## src/hcle_pkg.sv

```systemverilog
// Shared types, constants and key table for the content-length header extractor.
`timescale 1ns / 1ps

package hcle_pkg;

  localparam int VALUE_WIDTH = 32;
  localparam int LEN_W       = 32;
  localparam int KEY_LEN     = 14;
  localparam int KEY_IDX_W   = 4;
  localparam int PHASE_W     = 3;

  localparam logic [7:0] CH_COLON = 8'h3A;
  localparam logic [7:0] CH_SPACE = 8'h20;
  localparam logic [7:0] CH_TAB   = 8'h09;
  localparam logic [7:0] CH_CR    = 8'h0D;
  localparam logic [7:0] CH_PLUS  = 8'h2B;
  localparam logic [7:0] CH_MINUS = 8'h2D;
  localparam logic [7:0] CH_ZERO  = 8'h30;
  localparam logic [7:0] CH_NINE  = 8'h39;
  localparam logic [7:0] CASE_BIT = 8'h20;

  typedef struct packed {
    logic [7:0] hdr_byte;
    logic       line_end;
  } beat_t;

  typedef struct packed {
    logic             saturated;
    logic             negative;
    logic [LEN_W-1:0] length_value;
    logic             found;
  } result_t;

  function automatic logic key_match(input logic [KEY_IDX_W-1:0] idx, input logic [7:0] b);
    logic [7:0] hi;
    logic       ok;
    begin
      ok = 1'b1;
      case (idx)
        4'd0:    hi = "C";
        4'd1:    hi = "O";
        4'd2:    hi = "N";
        4'd3:    hi = "T";
        4'd4:    hi = "E";
        4'd5:    hi = "N";
        4'd6:    hi = "T";
        4'd7:    hi = "-";
        4'd8:    hi = "L";
        4'd9:    hi = "E";
        4'd10:   hi = "N";
        4'd11:   hi = "G";
        4'd12:   hi = "T";
        4'd13:   hi = "H";
        default: begin
          hi = 8'h00;
          ok = 1'b0;
        end
      endcase
      return ok && ((b == hi) || (b == (hi | CASE_BIT)));
    end
  endfunction

endpackage

```

## src/hcle_in_stage.sv

```systemverilog
// Input register for header beats with advance control.
`timescale 1ns / 1ps

module hcle_in_stage
  import hcle_pkg::*;
(
  input  logic  clk,
  input  logic  rst,
  input  logic  s_tvalid,
  output logic  s_tready,
  input  logic  [7:0] s_tdata,  // hdr_byte[7:0]
  input  logic  s_tlast,
  input  logic  out_free,
  output beat_t beat,
  output logic  fire
);

  logic held;

  assign fire     = held && (!beat.line_end || out_free);
  assign s_tready = !held || fire;

  always_ff @(posedge clk) begin
    if (rst) begin
      held <= 1'b0;
    end else if (s_tvalid && s_tready) begin
      held <= 1'b1;
    end else if (fire) begin
      held <= 1'b0;
    end
  end

  always_ff @(posedge clk) begin
    if (s_tvalid && s_tready) begin
      beat.hdr_byte <= s_tdata;
      beat.line_end <= s_tlast;
    end
  end

endmodule

```

## src/hcle_parse_core.sv

```systemverilog
// Line parser: key match, whitespace skip and decimal value accumulation.
`timescale 1ns / 1ps

module hcle_parse_core
  import hcle_pkg::*;
(
  input  logic    clk,
  input  logic    rst,
  input  beat_t   beat,
  input  logic    fire,
  output result_t res
);

  localparam logic [PHASE_W-1:0] PH_KEY    = 3'd0;
  localparam logic [PHASE_W-1:0] PH_SKIP   = 3'd1;
  localparam logic [PHASE_W-1:0] PH_VALUE  = 3'd2;
  localparam logic [PHASE_W-1:0] PH_DIGITS = 3'd3;
  localparam logic [PHASE_W-1:0] PH_FAIL   = 3'd4;

  localparam int PROD_W = VALUE_WIDTH + 4;
  localparam logic [VALUE_WIDTH-1:0] VALUE_MAX = '1;

  logic [PHASE_W-1:0]     phase, phase_next;
  logic [KEY_IDX_W-1:0]   key_index, key_index_next;
  logic [VALUE_WIDTH-1:0] accumulator, accumulator_next;
  logic sign_minus, sign_minus_next;
  logic digits_done, digits_done_next;
  logic sign_allowed, sign_allowed_next;
  logic overflow_seen, overflow_seen_next;

  logic [7:0]        b;
  logic              is_digit;
  logic              is_ws;
  logic [PROD_W-1:0] acc_ext;
  logic [PROD_W-1:0] prod;
  logic              over;
  logic              value_en;
  logic              value_ctx;
  logic [LEN_W+VALUE_WIDTH-1:0] len_ext;

  assign b        = beat.hdr_byte;
  assign is_digit = (b >= CH_ZERO) && (b <= CH_NINE);
  assign is_ws    = (b == CH_SPACE) || ((b >= CH_TAB) && (b <= CH_CR));
  assign acc_ext  = {4'b0000, accumulator};
  assign prod     = (acc_ext << 3) + (acc_ext << 1) + {{(PROD_W-4){1'b0}}, b[3:0]};
  assign over     = (prod[PROD_W-1:VALUE_WIDTH] != 4'b0000);

  always_comb begin
    phase_next         = phase;
    key_index_next     = key_index;
    accumulator_next   = accumulator;
    sign_minus_next    = sign_minus;
    digits_done_next   = digits_done;
    sign_allowed_next  = sign_allowed;
    overflow_seen_next = overflow_seen;
    value_en           = 1'b0;
    value_ctx          = 1'b0;

    unique case (phase)
      PH_KEY: begin
        if (key_index >= KEY_IDX_W'(KEY_LEN)) begin
          phase_next = (b == CH_COLON) ? PH_SKIP : PH_FAIL;
        end else if (key_match(key_index, b)) begin
          key_index_next = key_index + 1'b1;
        end else begin
          phase_next = PH_FAIL;
        end
      end
      PH_SKIP: begin
        if ((b != CH_SPACE) && (b != CH_TAB)) begin
          phase_next = PH_VALUE;
          value_en   = 1'b1;
          value_ctx  = 1'b1;
        end
      end
      PH_VALUE: begin
        value_en  = 1'b1;
        value_ctx = 1'b1;
      end
      PH_DIGITS: begin
        value_en = 1'b1;
      end
      default: begin
        phase_next = PH_FAIL;
      end
    endcase

    if (value_en && !digits_done) begin
      if (is_digit) begin
        accumulator_next  = over ? VALUE_MAX : prod[VALUE_WIDTH-1:0];
        overflow_seen_next = overflow_seen || over;
        sign_allowed_next = 1'b0;
        phase_next        = PH_DIGITS;
      end else if (sign_allowed && value_ctx && is_ws) begin
        digits_done_next = 1'b0;
      end else if (sign_allowed && value_ctx && ((b == CH_PLUS) || (b == CH_MINUS))) begin
        sign_minus_next   = (b == CH_MINUS);
        sign_allowed_next = 1'b0;
      end else begin
        digits_done_next = 1'b1;
      end
    end
  end

  assign len_ext = {{LEN_W{1'b0}}, accumulator_next};

  always_comb begin
    res.found        = (phase_next == PH_VALUE) || (phase_next == PH_DIGITS);
    res.length_value = (phase_next == PH_DIGITS) ? len_ext[LEN_W-1:0] : '0;
    res.negative     = (phase_next == PH_DIGITS) && sign_minus_next;
    res.saturated    = res.found && overflow_seen_next;
  end

  always_ff @(posedge clk) begin
    if (rst || (fire && beat.line_end)) begin
      phase         <= PH_KEY;
      key_index     <= '0;
      accumulator   <= '0;
      sign_minus    <= 1'b0;
      digits_done   <= 1'b0;
      sign_allowed  <= 1'b1;
      overflow_seen <= 1'b0;
    end else if (fire) begin
      phase         <= phase_next;
      key_index     <= key_index_next;
      accumulator   <= accumulator_next;
      sign_minus    <= sign_minus_next;
      digits_done   <= digits_done_next;
      sign_allowed  <= sign_allowed_next;
      overflow_seen <= overflow_seen_next;
    end
  end

`ifndef SYNTHESIS
  a_quiet_when_not_found: assert property (@(posedge clk) disable iff (rst)
    !res.found |-> (res.length_value == '0) && !res.negative && !res.saturated)
    else $error("result fields set on a line that did not match");

  a_negative_needs_found: assert property (@(posedge clk) disable iff (rst)
    res.negative |-> res.found)
    else $error("negative flag without a matched header");

  a_line_restart: assert property (@(posedge clk) disable iff (rst)
    (fire && beat.line_end) |=> (phase == PH_KEY) && (key_index == '0) && !overflow_seen)
    else $error("line state not cleared after last beat");

  a_digits_sign_locked: assert property (@(posedge clk) disable iff (rst)
    (phase == PH_DIGITS) |-> !sign_allowed)
    else $error("sign still allowed after digits");
`endif

endmodule

```

## src/hcle_out_stage.sv

```systemverilog
// Result register driving the master-side stream.
`timescale 1ns / 1ps

module hcle_out_stage
  import hcle_pkg::*;
(
  input  logic    clk,
  input  logic    rst,
  input  logic    load,
  input  result_t res,
  output logic    out_free,
  output logic    m_tvalid,
  input  logic    m_tready,
  output logic    [39:0] m_tdata  // found, length_value[31:0], negative, saturated, zero pad
);

  result_t held_res;

  assign out_free = !m_tvalid || m_tready;
  assign m_tdata  = {{(40 - $bits(result_t)){1'b0}}, held_res};

  always_ff @(posedge clk) begin
    if (rst) begin
      m_tvalid <= 1'b0;
    end else if (load) begin
      m_tvalid <= 1'b1;
    end else if (m_tready) begin
      m_tvalid <= 1'b0;
    end
  end

  always_ff @(posedge clk) begin
    if (load) begin
      held_res <= res;
    end
  end

endmodule

```

## src/http_content_length_extractor_unit.sv

```systemverilog
// Latency: a result beat is valid the cycle after the line's last byte leaves the input register.
// Throughput: one header byte per cycle; the input register stalls only on a last byte
//   while the result register still holds an untaken result.
// Reset: synchronous active-high rst empties both registers and returns the parser to key match.
// Top level of the content-length header extractor.
`timescale 1ns / 1ps

module http_content_length_extractor_unit
  import hcle_pkg::*;
(
  input  logic        clk,
  input  logic        rst,
  input  logic        s_tvalid,
  output logic        s_tready,
  input  logic [7:0]  s_tdata,  // hdr_byte[7:0]
  input  logic        s_tlast,
  output logic        m_tvalid,
  input  logic        m_tready,
  output logic [39:0] m_tdata   // found, length_value[31:0], negative, saturated, zero pad
);

  beat_t   beat;
  result_t res;
  logic    fire;
  logic    out_free;

  hcle_in_stage u_in (
    .clk      (clk),
    .rst      (rst),
    .s_tvalid (s_tvalid),
    .s_tready (s_tready),
    .s_tdata  (s_tdata),
    .s_tlast  (s_tlast),
    .out_free (out_free),
    .beat     (beat),
    .fire     (fire)
  );

  hcle_parse_core u_core (
    .clk  (clk),
    .rst  (rst),
    .beat (beat),
    .fire (fire),
    .res  (res)
  );

  hcle_out_stage u_out (
    .clk      (clk),
    .rst      (rst),
    .load     (fire && beat.line_end),
    .res      (res),
    .out_free (out_free),
    .m_tvalid (m_tvalid),
    .m_tready (m_tready),
    .m_tdata  (m_tdata)
  );

`ifndef SYNTHESIS
  a_no_overwrite: assert property (@(posedge clk) disable iff (rst)
    (m_tvalid && !m_tready) |-> !(fire && beat.line_end))
    else $error("result overwritten while waiting");
`endif

endmodule

```

## config.mk

```make
export PLATFORM = sky130hd
export DESIGN_NAME = http_content_length_extractor_unit
export DESIGN_NICKNAME = d
export VERILOG_FILES = /design/src/hcle_pkg.sv /design/src/hcle_in_stage.sv /design/src/hcle_parse_core.sv /design/src/hcle_out_stage.sv /design/src/http_content_length_extractor_unit.sv
export SDC_FILE = /design/constraint.sdc
export NUM_CORES = 1
export LEC_CHECK = 0
export ABC_AREA = 1
export BUFFER_PORTS_ARGS = -buffer_cell sky130_fd_sc_hd__buf_4
export CORE_MARGIN = 1.5
export CORE_UTILIZATION = 30
export CTS_BUF_LIST = sky130_fd_sc_hd__clkbuf_16
export DETAILED_ROUTE_END_ITERATION = 10
export PLACE_DENSITY = 0.53
export SYNTH_ARGS = -nofsm -noshare
export SYNTH_HDL_FRONTEND = slang
export SYNTH_SLANG_ARGS = --single-unit
```

## constraint.sdc

```tcl
create_clock -name clk -period 3.08 [get_ports clk]
set_clock_uncertainty 0.15 [all_clocks]
set_input_delay 0.616 -clock clk [delete_from_list [all_inputs] [get_ports clk]]
set_output_delay 0.616 -clock clk [all_outputs]
set_load 0.02 [all_outputs]
```

==> results.yml, run 1 <==
outcome:
  status: "finished, final reports clean"
hold_path:
  min-delay-path-class: "primary input to flip-flop"
  min_path_cells: 2
  hp-start: "rst"
timing:
  finalCritPeriodShare: 0.984
  fin_crit_ns: 3.03
  setup_slack_ns: 0.0491
  finalSetupViolCount: 0
  tightest_slew_ns: 0.856
  maxSlewViolCount: 0
  rsz0062_at_grt: "true"
  hold_viol_final: 0
  finalSetupTns_ns: 0
  fmax_mhz: 330
  maxSlewHeadroom: 0.429
global_routing:
  use_met1: 0.222
  grt_pass1_wl_mm: 33.6
  groute.usage.overall: 0.160
  grt_use_met2: 0.262
  grt_most_used_layer: "met2"
  grt_pass1_vias: 6510
  antenna_found_initial: 0
  grt_max_degree: 70
  grt_overflow: 0
  grtUsageMet3: 0.0250
critical_path:
  arrival_ns: 2.99
  path_cells: "fa_2 > ha_4 > nand3_1 > nand3_2 > nand2_1 > nand2_1 > nand2_1 > nand2_2 > nand2_4 > nand2_1 > nand2_1 > nand2_4 > nor2_8 > buf_12 > buf_12 > nand3_2 > nand2_2 > nor2_1"
  slowest_stage: "fa_2"
  worstSetupPathType: "flip-flop to flip-flop"
  critical_path.most_common_cell: "nand2_1"
  end_kind: "flip-flop"
  cp_max_fo: 7
  reg2reg_from: "u_in.beat[4]"
  endpoint: "u_out.m_tdata[24]"
  slowest_delay_ns: 0.59
  r2r_slack_ns: 0.05
  crit_required_ns: 3.04
  worst_setup_path_start_kind: "flip-flop"
  r2r_cells: 18
  reg2reg_to: "u_out.m_tdata[24]"
  crit_start: "u_in.beat[4]"
job:
  maxCapViolCount: 0
drt:
  dr.pass1.iters: 5
  vias_per_cell: 4.49
  drt_wl_total_mm: 20.7
  drc: 0
  vias: 6848
  antenna_left: 0
  post_drt_wl_per_cell_um: 13.6
  dr.first_iter.drc_count: 438
logic_synthesis:
  ys_ff_latch: 89
  synth-seq-area-share: 0.291
  postSynthAreaPerCell_um2: 6.93
  synthCells: 1104
  yosysWarnings: 0
  ys_types: 41
  syn-cell-area_mm2: 0.00765
finish:
  final_cells: 1525
  fin_util: 0.370
  num_antenna_cells: 0
  drive_gt1_frac: 0.264
  fin_nets: 1272
  seqCellArea_mm2: 0.00223
  syn2layout_area_growth_pct: 21.4
  multi_input_area_mm2: 0.00483
  nFillCells: 2728
place:
  globalplace.congestion: 0.898
  dp_slack_ns: -0.115
  io_buffer_count: 49
  dp_cells: 1499
  dp_hpwl_mm: 15.8
floorplan:
  design.core.area_mm2: 0.0251
  die_y_um: 163
  die_w_um: 163
  rows: 58
  ios: 55
  die-area_mm2: 0.0265
  start_util: 0.305
cts:
  worstSkewPairLatency_ns: 0.36
  clock_sinks: 89
  clock-root-buffer: "clkbuf_16"
  clk_pin_slew_ns: 0.07
  ctsHoldBuffers: 0
  clock_path_buffers: 2
  cts_tree: "built"
  cts_inserted_buffers: 9
  htreeDepth: 3
pwr:
  p_clk_frac: 0.354
  power_frac_comb: 0.234
  net-switching-power_w: 0.00101
  p_leak_nw: 4.65
  switching_share: 0.310
  power.internal_w: 0.00225
  p_per_area_mw_per_mm2: 351
  power_w: 0.00326
  ir_worst_vdd_uv: 203
  p_seq_frac: 0.412
[critical path, delay by kind of cell, from the launching register on]
kind                     cells  cell delay (ns)
adder cells (fa/ha/maj)      2             0.80
buffers and inverters        2             0.28
AND/OR/NAND/NOR             14             1.15
flip-flops                   1             0.41
[synthesized netlist by cell type (all sizes together)]
master	instances	area [um2]
or2	32	203
nand2	361	1460
inv	160	601
ha	67	838
nand4	9	56.3
a21o	1	7.51
edfxtp	44	1320
dfxtp	45	901
xnor2	1	8.76
a31oi	1	6.26
o21ai	43	215
a21oi	56	400
conb	1	3.75
or4	1	7.51
and2	3	18.8
nor3b	1	12.5
nor2	147	598
o211ai	1	12.5
nand3b	2	18.8
fa	2	40.0
clkbuf	11	41.3
nor3	8	45.0
a41oi	1	8.76
nor4	1	6.26
nand3	70	526
xor2	15	131
buf	20	161
[cell families (layout without fill, tap and decap cells)]
kind of cell,count (synthesis),after routing,share of synthesized area
xor+xnor,16,16,0.0183
fa+ha+maj,69,69,0.115
simple gates,635,635,0.386
other cells,1,5,0.000490
compound gates,103,103,0.0851
flops,89,89,0.291
buf+inv,191,278,0.105
[through the flow]
step | cell area, um2 | hold slack, ns
3_5_place_dp | 8640 | 0.307
5_1_grt | 9290 | 0.269
4_1_cts | 9070 | 0.263
3_3_place_gp | 8640 | 0.307
2_1_floorplan | 7660 | 0.282
6_report | 9290 | 0.279
[placed cells by master (no fill, tap or decap), drive strengths merged, types with 2 or more instances in the layout]
master,count
a21oi,56
and2,3
buf,101
clkbuf,10
clkinv,3
conb,5
dfxtp,45
edfxtp,44
fa,2
ha,67
inv,163
nand2,361
nand3,70
nand3b,2
nand4,9
nor2,147
nor3,8
o21ai,43
or2,32
xor2,15
[flip-flops by register name, summed over array words and instances (netlist names)]
register	cells
u_core.sign_allowed	1
u_core.accumulator	32
u_out.m_tvalid	1
u_core.key_index	4
u_in.beat	9
u_core.overflow_seen	1
u_out.m_tdata	35
u_core.phase	3
u_in.held	1
u_core.digits_done	1
u_core.sign_minus	1
[how the worst min path moves through the flow]
stage	endpoint	slack, ns
after floorplan	u_core.digits_done	0.28
after detailed placement	u_core.sign_allowed	0.31
final	u_in.held	0.28
after CTS	u_in.held	0.26
after global routing	u_in.beat[6]	0.27
after global placement	u_core.overflow_seen	0.31
[repair_timing]
item,in CTS,in global routing
buffers inserted,3,7
cloned,1,1
hold endpoints to repair,0,0
resized for setup,17,43
pin swaps,9,19
setup endpoints to repair,55,64
[routing by layer]
metal  vias up  part of all wire  routed length [um]
met5         -                 0                   0
met3        20             0.023                 481
li1       3653                 -                   -
met1      3090              0.51               10500
met4         0             0.011                 235
met2        85              0.46                9510
[cell type report]
cell class,count,share of cell area
multi-input combinational,828,0.521
inverter,160,0.0647
clock inverter,7,0.00835
tap,330,0.0445
sequential,89,0.241
timing repair buffer,102,0.0971
clock buffer,9,0.0243
[power groups by stage]
stage | sequential [W] | combinational [W] | clock, W
final | 0.00134 | 0.000761 | 0.00115
after detailed placement | 0.00137 | 0.000680 | 0
after CTS | 0.00134 | 0.000725 | 0.00118
after global routing | 0.00135 | 0.000839 | 0.00122
after global placement | 0.00137 | 0.000680 | 0
after floorplan | 0.00138 | 0.000460 | 0
Power figures use the tool's default switching activity.
==> run 2: changes to the inputs <==
Settings changed: ABC_AREA 1 to not set.
==> run 2 against run 1 <==
  * The run now ends with setup timing left
  * Register-to-register slack worse by 0.57 ns
  * Synthesized cell count is 26% lower
  * Via count is 6.9% higher
  * Worst hold slack gained 0.014 ns
  * Die area is 10% lower
  * Combinational power is 82% lower
==> results.yml, run 2 <==
outcome:
  status: "finished, violations left"
  violations: "setup timing"
global_routing:
  grt_use_met2: 0.332
  grt_overflow: 0
  antenna_found_initial: 0
  use_met1: 0.258
  grt_most_used_layer: "met2"
  grt_pass1_vias: 7056
  grt_max_degree: 47
  grt_pass1_wl_mm: 36.9
  groute.usage.overall: 0.194
  grtUsageMet3: 0.0203
drt:
  drt_wl_total_mm: 24.6
  drc: 0
  dr.pass1.iters: 5
  vias: 7322
  dr.first_iter.drc_count: 397
  antenna_left: 0
  vias_per_cell: 5.48
  post_drt_wl_per_cell_um: 18.4
logic_synthesis:
  ys_ff_latch: 89
  synth-seq-area-share: 0.325
  postSynthAreaPerCell_um2: 8.43
  synthArstFlopShare: 0
  synth_top_area_cell: "edfxtp_1"
  synth_xor_area_frac: 0.0371
  synth-main-ff-cell: "dfxtp_1"
  synth_top_family_by_area: "compound AO/OA/AOI/OAI gates"
  synthCells: 812
  synth_mux_area_frac: 0.00786
  syn-cell-area_mm2: 0.00684
  synth_edf_count: 44
  synth_most_common_cell: "a21oi_1"
  synth_commonest_cells: "a21oi_1, o21ai_0, ha_1, nor2_1, dfxtp_1"
  synth_top_area_share: 0.193
  ys_types: 70
  yosysWarnings: 0
  synth_compound_area_frac: 0.300
  yosys.area_share.adder: 0.128
  synth_top_cells_by_area: "edfxtp_1, dfxtp_1, ha_1"
  synthSimpleGateAreaFrac: 0.148
cts:
  clock-root-buffer: "clkbuf_16"
  clock_sinks: 89
  worstSkewPairLatency_ns: 0.35
  cts_tree: "built"
  clk_pin_slew_ns: 0.07
  cts_inserted_buffers: 9
  ctsHoldBuffers: 0
  htreeDepth: 3
  clock_path_buffers: 2
floorplan:
  die_w_um: 154
  die_y_um: 154
  ios: 55
  start_util: 0.304
  die-area_mm2: 0.0237
  design.core.area_mm2: 0.0225
  rows: 55
finish:
  final_cells: 1336
  seqCellArea_mm2: 0.00223
  largest_reg_flops: 35
  num_antenna_cells: 0
  fin_nets: 1129
  multi_input_area_mm2: 0.00511
  drive_gt1_frac: 0.409
  fin_util: 0.476
  nFillCells: 2097
  postLayoutCellArea_mm2: 0.0107
  layout_common_cells: "buf_4, o21ai_0, a21oi_1"
  syn2layout_area_growth_pct: 56.5
  final_common_cell: "buf_4"
pwr:
  ir_worst_vdd_uv: 248
  p_leak_nw: 4.45
  p_per_area_mw_per_mm2: 236
place:
  dp_cells: 1272
  dp_hpwl_mm: 16.3
  globalplace.congestion: 0.823
  postPlaceCellArea_mm2: 0.00902
  io_buffer_count: 49
timing:
  tightest_slew_ns: 0.571
  setup_slack_ns: -0.517
  maxSlewHeadroom: 0.620
  holdWs_ns: 0.293
  fmax_mhz: 278
  finalSetupTns_ns: -28.24
  finalCritPeriodShare: 1.17
  hold_viol_final: 0
  finalSetupViolCount: 66
  rsz0062_at_grt: "true"
  fin_crit_ns: 3.60
  maxSlewViolCount: 0
critical_path:
  cp_max_fo: 11
  arrival_ns: 3.53
  worst_setup_path_start_kind: "flip-flop"
  crit_required_ns: 3.01
  end_kind: "flip-flop"
  worstSetupPathType: "flip-flop to flip-flop"
job:
  maxCapViolCount: 0
hold_path:
  min-delay-path-class: "primary input to flip-flop"
-- run 2: per-layer routing --
| layer | part of all wire | vias up |
|---|---|---|
| li1 | - | 3565 |
| met1 | 0.45 | 3548 |
| met2 | 0.49 | 172 |
| met3 | 0.041 | 37 |
| met4 | 0.020 | 0 |
| met5 | 0 | - |
-- run 2: worst max-delay path, cell delays in order, from the launching register on --
cell	delay (ns)
edfxtp_1	0.42
fa_1	0.50
ha_1	0.31
a21o_1	0.18
and4_4	0.20
o21ai_4	0.17
o31ai_4	0.07
o211a_1	0.23
or3_4	0.43
buf_6	0.21
a2111oi_4	0.38
a21oi_2	0.09
-- run 2: cell families (layout without fill, tap and decap cells) --
family | Yosys count | count (layout)
compound gates | 335 | 335
xor+xnor | 29 | 29
fa+ha+maj | 69 | 69
buf+inv | 80 | 315
flops | 89 | 89
mux | 5 | 5
other cells | 1 | 5
simple gates | 204 | 204
-- run 2: path summary, 6_finish.rpt --
kind | startpoint | to | slack [ns] | cells past startpoint
max | u_in.beat[4] | u_out.m_tdata[17] | -0.52 | 11
max reg2reg | u_in.beat[4] | u_out.m_tdata[17] | -0.52 | 11
min | s_tdata[7] | u_in.beat[8] | 0.29 | 1
min reg2reg | u_core.sign_allowed | u_core.sign_allowed | 0.34 | 2
-- run 2: cell type report --
| cell class | instances | share of cell area |
|---|---|---|
| Clock inverter | 6 | 0.00619 |
| Clock buffer | 9 | 0.0210 |
| Multi-Input combinational cell | 647 | 0.477 |
| Tap cell | 285 | 0.0333 |
| Timing Repair Buffer | 281 | 0.248 |
| Inverter | 19 | 0.00666 |
| Sequential cell | 89 | 0.208 |
-- run 2: repair_timing --
action                                  CTS  global route
resized for setup                        43           109
buffers inserted                         16            21
cloned                                    7             7
pin swaps                                 6            33
endpoints found under the setup margin   66            70
-- run 2: stage by stage --
step           setup slack, ns  power (W)
4_1_cts                 -0.503    0.00254
2_1_floorplan           -0.504    0.00137
6_report                -0.517    0.00253
3_5_place_dp            -0.590    0.00143
3_3_place_gp            -0.509    0.00143
5_1_grt                 -0.648    0.00261
-- run 2: power by group --
part	switching (W)	internal (W)
sequential	0.0000126	0.00126
clock	0.000490	0.000629
combinational	0.0000868	0.0000533
